## config.mk

```make
export PLATFORM = sky130hd
export DESIGN_NAME = record_field_deframer
export DESIGN_NICKNAME = d
export VERILOG_FILES = /design/src/rfd_pkg.sv /design/src/record_field_deframer.sv /design/src/rfd_in_reg.sv /design/src/rfd_core.sv /design/src/rfd_out_reg.sv
export SDC_FILE = /design/constraint.sdc
export NUM_CORES = 1
export LEC_CHECK = 0
export BUFFER_PORTS_ARGS = -buffer_cell sky130_fd_sc_hd__buf_2
export CAP_MARGIN = 20
export CORE_MARGIN = 2
export CORE_UTILIZATION = 66
export DETAILED_ROUTE_END_ITERATION = 12
export MAX_ROUTING_LAYER = met4
export PLACE_DENSITY = 0.92
export SYNTH_ARGS = -nofsm -noshare
export SYNTH_HDL_FRONTEND = slang
export SYNTH_HIERARCHICAL = 1
export SYNTH_SLANG_ARGS = --single-unit
```

## constraint.sdc

```tcl
create_clock -name clk -period 7.3 [get_ports clk]
set_input_delay 1.095 -clock clk [delete_from_list [all_inputs] [get_ports clk]]
set_output_delay 1.095 -clock clk [all_outputs]
set_load 0.05 [all_outputs]
```

## src/rfd_pkg.sv

```systemverilog
// Shared types, constants and codes for the record field deframer.
`default_nettype none
package rfd_pkg;

    // Fixed field widths.
    localparam int BYTE_W     = 8;
    localparam int COUNT_W    = 16;
    localparam int CFG_IDX_W  = 2;
    localparam int CFG_DATA_W = 16;

    // Default width of the length prefix accumulator.
    localparam int LEN_BITS_DEF = 16;

    // Framing mode codes.
    localparam logic [1:0] MODE_FIXED  = 2'd0;
    localparam logic [1:0] MODE_DELIM  = 2'd1;
    localparam logic [1:0] MODE_LENGTH = 2'd2;

    // Configuration register indexes.
    localparam logic [CFG_IDX_W-1:0] CFG_MODE  = 2'd0;
    localparam logic [CFG_IDX_W-1:0] CFG_WIDTH = 2'd1;
    localparam logic [CFG_IDX_W-1:0] CFG_DELIM = 2'd2;

    // Reset values of the configuration registers.
    localparam logic [1:0]         MODE_RESET  = MODE_FIXED;
    localparam logic [COUNT_W-1:0] WIDTH_RESET = 16'd1;
    localparam logic [BYTE_W-1:0]  DELIM_RESET = 8'd124;

    // Character codes.
    localparam logic [BYTE_W-1:0] CHR_NUL   = 8'h00;
    localparam logic [BYTE_W-1:0] CHR_SPACE = 8'h20;
    localparam logic [BYTE_W-1:0] CHR_ZERO  = 8'h30;
    localparam logic [BYTE_W-1:0] CHR_NINE  = 8'h39;

    // One input byte with its end-of-buffer mark.
    typedef struct packed {
        logic [BYTE_W-1:0] data_byte;
        logic              buffer_end;
    } item_t;

    // One result.
    typedef struct packed {
        logic [BYTE_W-1:0] out_byte;
        logic              byte_valid;
        logic              field_done;
    } res_t;

endpackage
`default_nettype wire

```

## src/record_field_deframer.sv

```systemverilog
// Top level of the record field deframer.
//
//   channel  direction  handshake               payload
//   in       input      in_valid / in_ready     data_byte, buffer_end
//   out      output     out_valid / out_ready   out_byte, byte_valid, field_done
//   cfg      input      cfg_valid / cfg_ready   cfg_index, cfg_data
//
// One byte is accepted per cycle when the output side keeps up; a byte's
// result is presented after its input transfer through the input register and
// the result register. The rate is set by the combinational framing logic
// between them, which also updates the field state.
// A stall on the output holds the result register and the input register.
// Reset clears the field state and loads the register reset values.
`default_nettype none
module record_field_deframer #(
    parameter int LEN_BITS = rfd_pkg::LEN_BITS_DEF
) (
    input  wire logic                            clk,
    input  wire logic                            rst_n,
    input  wire logic                            in_valid,
    output logic                                 in_ready,
    input  wire logic [7:0]                      data_byte,
    input  wire logic                            buffer_end,
    output logic                                 out_valid,
    input  wire logic                            out_ready,
    output logic [7:0]                           out_byte,
    output logic                                 byte_valid,
    output logic                                 field_done,
    input  wire logic                            cfg_valid,
    output logic                                 cfg_ready,
    input  wire logic [rfd_pkg::CFG_IDX_W-1:0]   cfg_index,
    input  wire logic [rfd_pkg::CFG_DATA_W-1:0]  cfg_data
);

    rfd_pkg::item_t item;
    rfd_pkg::res_t  res;
    logic           item_valid;
    logic           take;
    logic           out_free;
    logic           res_valid;

    rfd_in_reg u_in_reg (
        .clk        (clk),
        .rst_n      (rst_n),
        .in_valid   (in_valid),
        .in_ready   (in_ready),
        .data_byte  (data_byte),
        .buffer_end (buffer_end),
        .take       (take),
        .item       (item),
        .item_valid (item_valid)
    );

    rfd_core #(
        .LEN_BITS (LEN_BITS)
    ) u_core (
        .clk        (clk),
        .rst_n      (rst_n),
        .cfg_valid  (cfg_valid),
        .cfg_ready  (cfg_ready),
        .cfg_index  (cfg_index),
        .cfg_data   (cfg_data),
        .item_valid (item_valid),
        .item       (item),
        .out_free   (out_free),
        .take       (take),
        .res        (res),
        .res_valid  (res_valid)
    );

    rfd_out_reg u_out_reg (
        .clk        (clk),
        .rst_n      (rst_n),
        .load       (res_valid),
        .res        (res),
        .out_free   (out_free),
        .out_valid  (out_valid),
        .out_ready  (out_ready),
        .out_byte   (out_byte),
        .byte_valid (byte_valid),
        .field_done (field_done)
    );

`ifndef SYNTH
    // Every result carries a byte, ends a field, or both.
    a_res_nonempty: assert property (@(posedge clk) disable iff (!rst_n)
        out_valid |-> (byte_valid || field_done))
        else $error("result with neither a byte nor a field end");

    // A result without a field byte carries a zero byte.
    a_byte_zero: assert property (@(posedge clk) disable iff (!rst_n)
        (out_valid && !byte_valid) |-> (out_byte == 8'h00))
        else $error("nonzero byte in a result without a field byte");

    // With the result register empty the input side never stalls.
    a_no_stall: assert property (@(posedge clk) disable iff (!rst_n)
        !out_valid |-> in_ready)
        else $error("input stalled while the result register is empty");

    // A result is loaded only when a held item is processed.
    a_load_take: assert property (@(posedge clk) disable iff (!rst_n)
        res_valid |-> (take && item_valid))
        else $error("result loaded without a processed item");
`endif

endmodule
`default_nettype wire

```

## src/rfd_in_reg.sv

```systemverilog
// Input register stage of the record field deframer.
`default_nettype none
module rfd_in_reg (
    input  wire logic          clk,
    input  wire logic          rst_n,
    input  wire logic          in_valid,
    output logic               in_ready,
    input  wire logic [7:0]    data_byte,
    input  wire logic          buffer_end,
    input  wire logic          take,
    output rfd_pkg::item_t     item,
    output logic               item_valid
);

    logic           valid_reg;
    logic           valid_next;
    rfd_pkg::item_t item_reg;

    // The stage can load whenever it is empty or its item is consumed this cycle.
    assign in_ready = !valid_reg || take;

    always_comb
    begin
        if (in_valid && in_ready)
        begin
            valid_next = 1'b1;
        end
        else if (take)
        begin
            valid_next = 1'b0;
        end
        else
        begin
            valid_next = valid_reg;
        end
    end

    // Valid flag.
    always_ff @(posedge clk or negedge rst_n)
    begin
        if (!rst_n)
        begin
            valid_reg <= 1'b0;
        end
        else
        begin
            valid_reg <= valid_next;
        end
    end

    // Payload is captured on each input transfer.
    always_ff @(posedge clk)
    begin
        if (in_valid && in_ready)
        begin
            item_reg.data_byte  <= data_byte;
            item_reg.buffer_end <= buffer_end;
        end
    end

    assign item       = item_reg;
    assign item_valid = valid_reg;

endmodule
`default_nettype wire

```

## src/rfd_core.sv

```systemverilog
// Configuration registers, field state and framing logic of the deframer.
`default_nettype none
module rfd_core #(
    parameter int LEN_BITS = rfd_pkg::LEN_BITS_DEF
) (
    input  wire logic                            clk,
    input  wire logic                            rst_n,
    input  wire logic                            cfg_valid,
    output logic                                 cfg_ready,
    input  wire logic [rfd_pkg::CFG_IDX_W-1:0]   cfg_index,
    input  wire logic [rfd_pkg::CFG_DATA_W-1:0]  cfg_data,
    input  wire logic                            item_valid,
    input  wire rfd_pkg::item_t                  item,
    input  wire logic                            out_free,
    output logic                                 take,
    output rfd_pkg::res_t                        res,
    output logic                                 res_valid
);

    localparam int ACC_W = LEN_BITS + 4;

    // Configuration registers.
    logic [1:0]                     mode_reg;
    logic [rfd_pkg::COUNT_W-1:0]    width_reg;
    logic [rfd_pkg::BYTE_W-1:0]     delim_reg;

    // Field state.
    logic [rfd_pkg::COUNT_W-1:0]    count_reg, count_next;
    logic [LEN_BITS-1:0]            acc_reg, acc_next;
    logic                           payload_reg, payload_next;
    logic                           digit_reg, digit_next;

    logic                           cfg_xfer;
    logic                           mode_write;
    logic [rfd_pkg::COUNT_W-1:0]    count_inc;
    logic [rfd_pkg::COUNT_W-1:0]    width_eff;
    logic [LEN_BITS-1:0]            acc_dec;
    logic [LEN_BITS-1:0]            acc_sat;
    logic [ACC_W-1:0]               acc_x10;
    logic [3:0]                     digit_val;
    logic                           is_digit;
    logic                           r_valid;
    logic                           r_done;
    logic [rfd_pkg::BYTE_W-1:0]     b;
    logic                           last;

    assign cfg_ready  = 1'b1;
    assign cfg_xfer   = cfg_valid && cfg_ready;
    assign mode_write = cfg_xfer && (cfg_index == rfd_pkg::CFG_MODE);

    // An item is processed when the result register can take its outcome.
    assign take = item_valid && out_free;

    assign b    = item.data_byte;
    assign last = item.buffer_end;

    // Arithmetic shared by the mode decoder.
    assign count_inc = count_reg + rfd_pkg::COUNT_W'(1);
    assign width_eff = (width_reg == '0) ? rfd_pkg::COUNT_W'(1) : width_reg;
    assign acc_dec   = acc_reg - LEN_BITS'(1);
    assign is_digit  = (b >= rfd_pkg::CHR_ZERO) && (b <= rfd_pkg::CHR_NINE);
    assign digit_val = 4'(b - rfd_pkg::CHR_ZERO);
    assign acc_x10   = {1'b0, acc_reg, 3'b000} + {3'b000, acc_reg, 1'b0}
                       + ACC_W'(digit_val);
    // Saturate the prefix value at its largest representable length.
    assign acc_sat   = (acc_x10[ACC_W-1:LEN_BITS] != '0) ? '1 : acc_x10[LEN_BITS-1:0];

    // Framing decoder: next field state and the result of this byte.
    always_comb
    begin
        count_next   = count_reg;
        acc_next     = acc_reg;
        payload_next = payload_reg;
        digit_next   = digit_reg;
        r_valid      = 1'b0;
        r_done       = 1'b0;
        unique case (mode_reg)
            rfd_pkg::MODE_FIXED:
            begin
                r_valid = (b != rfd_pkg::CHR_NUL);
                r_done  = last || (count_inc >= width_eff);
                count_next = r_done ? '0 : count_inc;
            end
            rfd_pkg::MODE_DELIM:
            begin
                if (b == delim_reg)
                begin
                    r_done = 1'b1;
                end
                else
                begin
                    r_valid = 1'b1;
                    r_done  = last;
                end
            end
            rfd_pkg::MODE_LENGTH:
            begin
                if (payload_reg)
                begin
                    r_valid = 1'b1;
                    r_done  = last || (acc_dec == '0);
                    if (r_done)
                    begin
                        count_next   = '0;
                        acc_next     = '0;
                        payload_next = 1'b0;
                        digit_next   = 1'b0;
                    end
                    else
                    begin
                        acc_next = acc_dec;
                    end
                end
                else if (b == rfd_pkg::CHR_SPACE)
                begin
                    // An empty or zero prefix, or a space at buffer end, ends an empty field.
                    if (last || !digit_reg || (acc_reg == '0))
                    begin
                        r_done       = 1'b1;
                        count_next   = '0;
                        acc_next     = '0;
                        payload_next = 1'b0;
                        digit_next   = 1'b0;
                    end
                    else
                    begin
                        payload_next = 1'b1;
                    end
                end
                else
                begin
                    if (is_digit)
                    begin
                        acc_next   = acc_sat;
                        digit_next = 1'b1;
                    end
                    // Buffer end inside a prefix ends an empty field.
                    if (last)
                    begin
                        r_done       = 1'b1;
                        count_next   = '0;
                        acc_next     = '0;
                        payload_next = 1'b0;
                        digit_next   = 1'b0;
                    end
                end
            end
            default:
            begin
                // The unused mode consumes the byte without a result.
                r_valid = 1'b0;
            end
        endcase
    end

    assign res.out_byte   = r_valid ? b : '0;
    assign res.byte_valid = r_valid;
    assign res.field_done = r_done;
    assign res_valid      = take && (r_valid || r_done);

    // Configuration registers.
    always_ff @(posedge clk or negedge rst_n)
    begin
        if (!rst_n)
        begin
            mode_reg  <= rfd_pkg::MODE_RESET;
            width_reg <= rfd_pkg::WIDTH_RESET;
            delim_reg <= rfd_pkg::DELIM_RESET;
        end
        else if (cfg_xfer)
        begin
            unique case (cfg_index)
                rfd_pkg::CFG_MODE:  mode_reg  <= cfg_data[1:0];
                rfd_pkg::CFG_WIDTH: width_reg <= cfg_data;
                rfd_pkg::CFG_DELIM: delim_reg <= cfg_data[rfd_pkg::BYTE_W-1:0];
                default:            mode_reg  <= mode_reg;
            endcase
        end
    end

    // Field state; a mode write returns it to the start of a field.
    always_ff @(posedge clk or negedge rst_n)
    begin
        if (!rst_n)
        begin
            count_reg   <= '0;
            acc_reg     <= '0;
            payload_reg <= 1'b0;
            digit_reg   <= 1'b0;
        end
        else if (mode_write)
        begin
            count_reg   <= '0;
            acc_reg     <= '0;
            payload_reg <= 1'b0;
            digit_reg   <= 1'b0;
        end
        else if (take)
        begin
            count_reg   <= count_next;
            acc_reg     <= acc_next;
            payload_reg <= payload_next;
            digit_reg   <= digit_next;
        end
    end

endmodule
`default_nettype wire

```

## src/rfd_out_reg.sv

```systemverilog
// Result register stage of the record field deframer.
`default_nettype none
module rfd_out_reg (
    input  wire logic           clk,
    input  wire logic           rst_n,
    input  wire logic           load,
    input  wire rfd_pkg::res_t  res,
    output logic                out_free,
    output logic                out_valid,
    input  wire logic           out_ready,
    output logic [7:0]          out_byte,
    output logic                byte_valid,
    output logic                field_done
);

    logic          valid_reg;
    logic          valid_next;
    rfd_pkg::res_t res_reg;

    // The register can take a new result when empty or being drained.
    assign out_free = !valid_reg || out_ready;

    always_comb
    begin
        if (load)
        begin
            valid_next = 1'b1;
        end
        else if (out_ready)
        begin
            valid_next = 1'b0;
        end
        else
        begin
            valid_next = valid_reg;
        end
    end

    // Valid flag.
    always_ff @(posedge clk or negedge rst_n)
    begin
        if (!rst_n)
        begin
            valid_reg <= 1'b0;
        end
        else
        begin
            valid_reg <= valid_next;
        end
    end

    // Result payload.
    always_ff @(posedge clk)
    begin
        if (load)
        begin
            res_reg <= res;
        end
    end

    assign out_valid  = valid_reg;
    assign out_byte   = res_reg.out_byte;
    assign byte_valid = res_reg.byte_valid;
    assign field_done = res_reg.field_done;

endmodule
`default_nettype wire

```

==> results of run 1 <==
[metal layers]
layer	track usage (%)	vias to the layer above	part of all wire, %
met5	-	-	0
met4	10.3	0	2.4
met3	5.51	39	7.1
met2	48.5	248	49
met1	37.5	2371	41
li1	-	2309	-
[report_power, final]
part / total (mW) / leakage [nW] / switching (mW) / internal, mW
Combinational: 0.345 / 1.94 / 0.217 / 0.128
Clock: 0.325 / 0.0941 / 0.164 / 0.161
Sequential: 0.592 / 0.979 / 0.0599 / 0.533
Total: 1.26 / 3.01 / 0.441 / 0.822
[metrics by stage]
step	hold WS, ns	instances	power (mW)
3_5_place_dp	0.500	720	0.929
6_report	0.522	739	1.26
4_1_cts	0.523	736	1.25
5_1_grt	0.542	739	1.32
2_1_floorplan	0.473	592	0.841
3_3_place_gp	0.494	720	0.912
[area by class of cell]
type                            instances  share of cell area [%]
Antenna cell                            1                  0.0398
Sequential cell                        81                    33.9
Inverter                               28                    1.67
Timing Repair Buffer                   48                    4.14
Clock buffer                           11                    2.09
Clock inverter                          5                    1.01
Tap cell                              108                    2.15
Multi-Input combinational cell        457                    55.1
[worst max-delay path, stage by stage (launching register included)]
cell and delay (ns):
dfrtp_1 0.42, ha_1 0.27, nand3_1 0.14, nor2_1 0.26, nand3_1 0.21, nor2_1 0.20
nand3_1 0.12, xnor2_1 0.17, ha_1 0.32, nand2_1 0.09, or2_2 0.33, or4_1 0.42
nand4b_1 0.30, nor2_1 0.24, mux2_2 0.33
[cell families (layout without fill, tap and decap cells)]
kind of cell	after synthesis	after routing	share of synthesized area, %
DFF	81	81	36.6
AOI/OAI and AO/OA	146	146	18.5
adders and majority gates	52	52	11.5
buffers and inverters	54	92	4.02
and+or+nand+nor	193	193	18.3
other	1	2	0.0645
xor gates and xnor gates	35	35	5.27
muxes	30	30	5.73
[cells in the final DEF, fill, tap and decap left out, types with 6 or more instances in the layout]
cell,n
a21o_1,9
a21oi_1,25
a22o_1,8
a31oi_1,12
buf_2,43
clkbuf_8,9
dfrtp_1,56
dfstp_2,6
edfxtp_1,19
ha_1,50
inv_1,28
mux2_2,26
nand2_1,39
nand2b_1,8
nand3_1,27
nand4_1,7
nor2_1,30
nor2b_1,9
nor3_1,13
nor4_1,17
o21a_1,8
o21ai_0,17
o2bb2ai_1,8
o31ai_1,11
or3_1,6
xnor2_1,23
xor2_1,12
[how the worst min path moves through the flow]
stage / from / endpoint / cells past startpoint
6_report: u_core/count_reg[14]$_DFFE_PN0P_ / u_core/count_reg[14]$_DFFE_PN0P_ / 1
3_3_place_gp: u_core/count_reg[14]$_DFFE_PN0P_ / u_core/count_reg[14]$_DFFE_PN0P_ / 1
3_5_place_dp: u_core/count_reg[14]$_DFFE_PN0P_ / u_core/count_reg[14]$_DFFE_PN0P_ / 1
4_1_cts: u_core/count_reg[14]$_DFFE_PN0P_ / u_core/count_reg[14]$_DFFE_PN0P_ / 1
2_1_floorplan: u_core/count_reg[14]$_DFFE_PN0P_ / u_core/count_reg[14]$_DFFE_PN0P_ / 1
5_1_grt: u_core/count_reg[14]$_DFFE_PN0P_ / u_core/count_reg[14]$_DFFE_PN0P_ / 1
==> impl_metrics.csv, run 1 <==
group,metric,value,unit
cts,cts_setup_buffers,0,
timing,hold_viol_final,0,
pwr,leakagePower,3.01,nW
routing,vias,4967,
synth,synth_ff_type,"dfrtp_1",
setup_path,r2r-start,"u_core/count_reg[0]$_DFFE_PN0P_",
timing,worst_pin_slew,0.920,ns
setup_path,rrSetupSlack,3.37,ns
finish,syn_to_final_growth,8.22,%
run_status,outcome,"finished clean",
finish,fin_nets,709,
cts,cts_hold_buf,0,
synth,synth_nets,676,
setup_path,r2r.worst_path.cells,14,
global_route,grt_max_degree,63,
synth,yosysMostFrequentCell,"dfrtp_1",
placement,place_area,6070,um2
routing,drtIter0Drc,433,
routing,wire_per_inst,18.7,um
setup_path,timing.rr.end,"u_core/count_reg[0]$_DFFE_PN0P_",
synth,synthArstFlopShare,76.5,%
setup_path,path_max_fanout,9,
placement,pre_cts_slack,3.25,ns
synth,synth_top_area_cell,"dfrtp_1",
timing,final.setup.worst_slack,3.37,ns
setup_path,cp-start-kind,"register",
synth,synth.area.top_cells,"dfrtp_1 (24%), ha_1 (11%), edfxtp_1 (9.8%)",
global_route,antenna_found_initial,1,
timing,skew,0.0150,ns
timing,rsz0062_at_grt,"false",
global_route,grt_pass1_vias,4808,
die,ios,45,
placement,place_hpwl,9810,um
timing,period_needed,3.93,ns
global_route,grtUsageTotal,29.8,%
synth,syn_area,5810,um2
timing,finalSetupTns,0,ns
cts,ctsHtreeMaxLevel,3,
global_route,grt-ovfl-total,0,
finish,fin_area,6290,um2
synth,synth-edff-count,19,
finish,fill_cells,571,
cts,clkLatencyLatePin,0.35,ns
synth,yosys_warnings,6,
setup_path,cp.required,7.54,ns
placement,portBuffers,43,
flow_run,max-cap-violations,0,
placement,gp_congestion,0.944,
cts,cts_tree,"yes",
routing,avgViaCountPerCell,6.72,
global_route,grt_pass1_wl,22700,um
die,rows,34,
synth,synth_seq_cells,81,
min_path,hold_path_class,"reg2reg",
cts,clk_pin_slew,0.09,ns
timing,max_freq,0.254,GHz
synth,synthCells,592,
die,die_h,97.9,um
routing,dr.pass1.iters,5,
routing,drc,0,
setup_path,cp-endpoint,"u_core/count_reg[0]$_DFFE_PN0P_",
finish,seqCellArea,2130,um2
synth,synthTopCellsByCount,"dfrtp_1 (56), ha_1 (50), nand2_1 (39)",
die,start_util,67.3,%
pwr,vdd_ir_drop_max,0.000151,V
routing,totalWireLength,13800,um
synth,yosysSeqAreaShare,36.6,%
die,core,8640,um2
cts,cts_buffers,9,
synth,synth.distinct_cells,76,
setup_path,critPathKind,"reg2reg",
finish,finalCoreUtilization,72.8,%
die,die-area,9570,um2
timing,slew_violations,0,
finish,multi_input_area,3460,um2
timing,finalCritPeriodShare,53.8,%
setup_path,crit_path_start,"u_core/count_reg[0]$_DFFE_PN0P_",
cts,cts.sinks,81,
setup_path,cp-end-kind,"register",
die,chipWidth,97.9,um
timing,relSlewSlack,38.6,%
routing,drtAntennaViolNets,0,
setup_path,crit_arrival,4.17,ns
cts,cts_resized,0,
cts,clockBufferDepth,2,
timing,setup_viol,0,
cts,clock_tree.root_cell,"clkbuf_8",
synth,synth_top_cell_area_share,24.1,%
finish,layout-drive-gt1-share,17.8,%
synth,avgSynthCellArea,9.82,um2
pwr,power_density,201,nW/um2
(Power assumes the default switching activity.)
==> inputs of run 2 (changes only) <==
ABC_AREA = 1   (was unset)
CORE_UTILIZATION = 56   (was 66)
PLACE_DENSITY = 0.84   (was 0.92)
clock period = 3.15 ns   (was 7.3 ns; I/O delays follow)
==> run 2 against run 1 <==
The run now ends with negative setup slack left. Clock skew is 0.0025 ns higher. Register-to-register slack worse by 3.4 ns. Via count is 13% higher. Clock power is 110% higher. Total power grew to 4.2 times the previous value. Global-route usage is 4.5 points lower. Final cell count is 40% higher. Count of clock-buffer cells in the layout stayed put. Sequential share of layout area is 2.5 points lower. Critical path type unchanged. Largest power group is now combinational logic.
==> impl_metrics.csv, run 2 <==
group,metric,value,unit
placement,dp_cells,1010,
placement,place_hpwl,10100,um
pwr,combPwrFrac,57.5,%
die,die_h,108,um
cts,ctsHtreeMaxLevel,3,
cts,clock_tree.root_cell,"clkbuf_8",
timing,finalCritPeriodShare,101,%
setup_path,crit_arrival,3.28,ns
timing,period_needed,3.19,ns
pwr,p_seq_share,29.8,%
finish,fin_nets,978,
placement,portBuffers,43,
flow_run,max-cap-violations,0,
synth,yosysMostFrequentCell,"nand2_1",
routing,dr.pass1.iters,7,
die,chipWidth,108,um
global_route,grt-ovfl-total,0,
timing,relSlewSlack,33.6,%
synth,yosys_warnings,6,
routing,wire_per_inst,13.4,um
timing,slew_violations,0,
global_route,antenna_found_initial,0,
global_route,grtUsageTotal,25.3,%
cts,cts.sinks,81,
synth,synthCells,835,
placement,gp_congestion,0.940,
setup_path,path_max_fanout,6,
synth,synth_ff_type,"dfrtp_1",
cts,cts_buffers,9,
timing,rsz0062_at_grt,"true",
routing,totalWireLength,13900,um
die,start_util,58.0,%
routing,drtAntennaViolNets,0,
setup_path,slowest_stage,"dfrtp_1",
setup_path,cp_top_family,"simple AND/OR/NAND/NOR gates",
cts,cts_hold_buf,0,
timing,max_freq,0.314,GHz
global_route,grt_pass1_vias,5074,
pwr,p_sw_share,48.4,%
pwr,power_frac_clock,12.7,%
setup_path,r2r.worst_path.cells,21,
cts,clkLatencyLatePin,0.36,ns
die,core,10400,um2
pwr,p_switching,2.57,mW
finish,instances_no_fill,1035,
setup_path,cp.required,3.25,ns
min_path,hold_path_class,"in2async",
placement,pre_cts_slack,-0.0526,ns
synth,synth.distinct_cells,40,
die,ios,45,
synth,synthTopCellsByCount,"nand2_1 (260), inv_1 (99), nor2_1 (69)",
synth,synth_seq_cells,81,
synth,avgSynthCellArea,7.24,um2
finish,layout_common_cells,"nand2_1 (257), inv_1 (94), nor2_1 (66)",
global_route,grt_max_degree,35,
routing,drtIter0Drc,391,
finish,layout-drive-gt1-share,15.6,%
setup_path,critPathKind,"reg2reg",
synth,synth-edff-count,19,
finish,multi_input_area,3530,um2
pwr,vdd_ir_drop_max,0.000574,V
cts,clk_pin_slew,0.08,ns
die,rows,37,
finish,diodes,0,
synth,synth_nets,919,
synth,syn_area,6040,um2
setup_path,r2r-start,"u_core/count_reg[1]$_DFFE_PN0P_",
synth,synthArstFlopShare,76.5,%
timing,hold_viol_final,0,
synth,synth.area.top_cells,"dfrtp_1 (23%), nand2_1 (16%), ha_1 (10%)",
setup_path,critical_path.cell_chain,"nand2_1, nor2_2, nand3_2, nand3b_1, nor2_2, buf_4, nand2_2, o21bai_1, nand2_1, inv_2, ha_4, nand2_2, inv_2, o21ai_2, nand2_1, a21oi_1, nand4_1, a21oi_2, nand3_2, nand2_4, clkinvlp_4",
routing,drc,0,
finish,fill_cells,840,
setup_path,slowest_delay,0.39,ns
cts,cts_tree,"yes",
pwr,power_density,778,nW/um2
pwr,internal_power,2.73,mW
timing,worst_pin_slew,0.993,ns
cts,clockBufferDepth,2,
synth,yosysSeqAreaShare,35.2,%
setup_path,timing.rr.end,"u_out_reg/out_byte[0]$_DFFE_PP_",
run_status,outcome,"finished with violations",
setup_path,cpMostUsedCell,"nand2_1",
synth,synth_top_cell_area_share,23.2,%
finish,fin_area,6810,um2
setup_path,rrSetupSlack,-0.04,ns
pwr,leakagePower,3.63,nW
timing,setup_viol,10,
finish,syn_to_final_growth,12.6,%
timing,skew,0.0175,ns
die,die-area,11600,um2
finish,seqCellArea,2130,um2
run_status,violations,"negative setup slack",
setup_path,cp-end-kind,"register",
synth,synth_top_area_cell,"dfrtp_1",
global_route,grt_pass1_wl,22800,um
setup_path,cp-start-kind,"register",
routing,vias,5626,
routing,avgViaCountPerCell,5.44,
timing,final.setup.worst_slack,-0.0362,ns
placement,place_area,6460,um2
finish,final_common_cell,"nand2_1",
setup_path,crit_buf_inv,4,
-- run 2: changes by cell type after synthesis, sizes merged, moves of 11 or more --
cell | before | now
inv | 28 | 101
a21oi | 26 | 40
a31oi | 12 | 0
nand2 | 39 | 270
o21ai | 18 | 33
nand2b | 11 | 0
nor4 | 18 | 7
nand3 | 27 | 67
nor2 | 30 | 80
o31ai | 12 | 0
mux2 | 26 | 0
-- run 2: final cells by class --
type                            instances  share of cell area (%)
Clock buffer                           11                    1.93
Clock inverter                          5                   0.588
Inverter                              101                    5.63
Multi-Input combinational cell        634                    51.9
Sequential cell                        81                    31.3
Tap cell                              136                    2.50
Timing Repair Buffer                   66                    6.07
Timing Repair inverter                  1                   0.110
-- run 2: how the worst max path moves through the flow --
stage | startpoint | to | cells past startpoint
floorplan | u_core/count_reg[0]$_DFFE_PN0P_ | u_out_reg/byte_valid$_DFFE_PP_ | 18
global placement | u_core/count_reg[0]$_DFFE_PN0P_ | u_out_reg/byte_valid$_DFFE_PP_ | 20
detailed placement | u_core/count_reg[0]$_DFFE_PN0P_ | u_out_reg/out_byte[0]$_DFFE_PP_ | 20
CTS | u_core/count_reg[0]$_DFFE_PN0P_ | u_out_reg/out_byte[0]$_DFFE_PP_ | 21
global route | u_core/count_reg[1]$_DFFE_PN0P_ | u_out_reg/out_byte[0]$_DFFE_PP_ | 21
finish | u_core/count_reg[1]$_DFFE_PN0P_ | u_out_reg/out_byte[0]$_DFFE_PP_ | 21
-- run 2: cells by family (layout without fill, tap and decap cells) --
family	count (synthesis)	after routing	synth area share, %
other	1	1	0.0621
XOR/XNOR	32	32	4.64
flip-flops	81	81	35.2
AO/OA/AOI/OAI	81	81	7.16
adder cells (fa/ha/maj)	52	52	11.0
AND/OR/NAND/NOR	468	468	33.9
buffers and inverters	120	184	8.03
-- run 2: repair_timing --
action,4_1_cts,5_1_grt
gates cloned,1,0
buffers inserted,1,7
setup endpoints to repair,10,42
hold endpoints to repair,0,0
pin swaps,3,15
gates resized for setup,6,27
-- run 2: metal layers --
metal	part of all wire, %	global-route usage [%]
met3	5.0	4.24
met1	47	33.7
met2	47	39.3
met5	0	-
met4	1.6	8.52
-- run 2: stage by stage --
| stage | hold slack, ns | util (%) | setup TNS [ns] | power [mW] |
|---|---|---|---|---|
| finish | 0.188 | 65.3 | -0.308 | 5.30 |
| global route | 0.230 | 65.3 | -2.79 | 5.78 |
| CTS | 0.203 | 64.0 | 0 | 5.25 |
| detailed placement | 0.476 | 62.0 | -0.525 | 4.53 |
| global placement | 0.466 | 62.0 | 0 | 4.47 |
| floorplan | 0.177 | - | 0 | 3.86 |
-- run 2: power groups by stage --
stage	clock (mW)	sequential, mW	combinational [mW]
3_3_place_gp	0	1.59	2.88
2_1_floorplan	0	1.68	2.18
6_report	0.675	1.58	3.05
5_1_grt	0.732	1.61	3.43
3_5_place_dp	0	1.59	2.94
4_1_cts	0.691	1.57	2.98
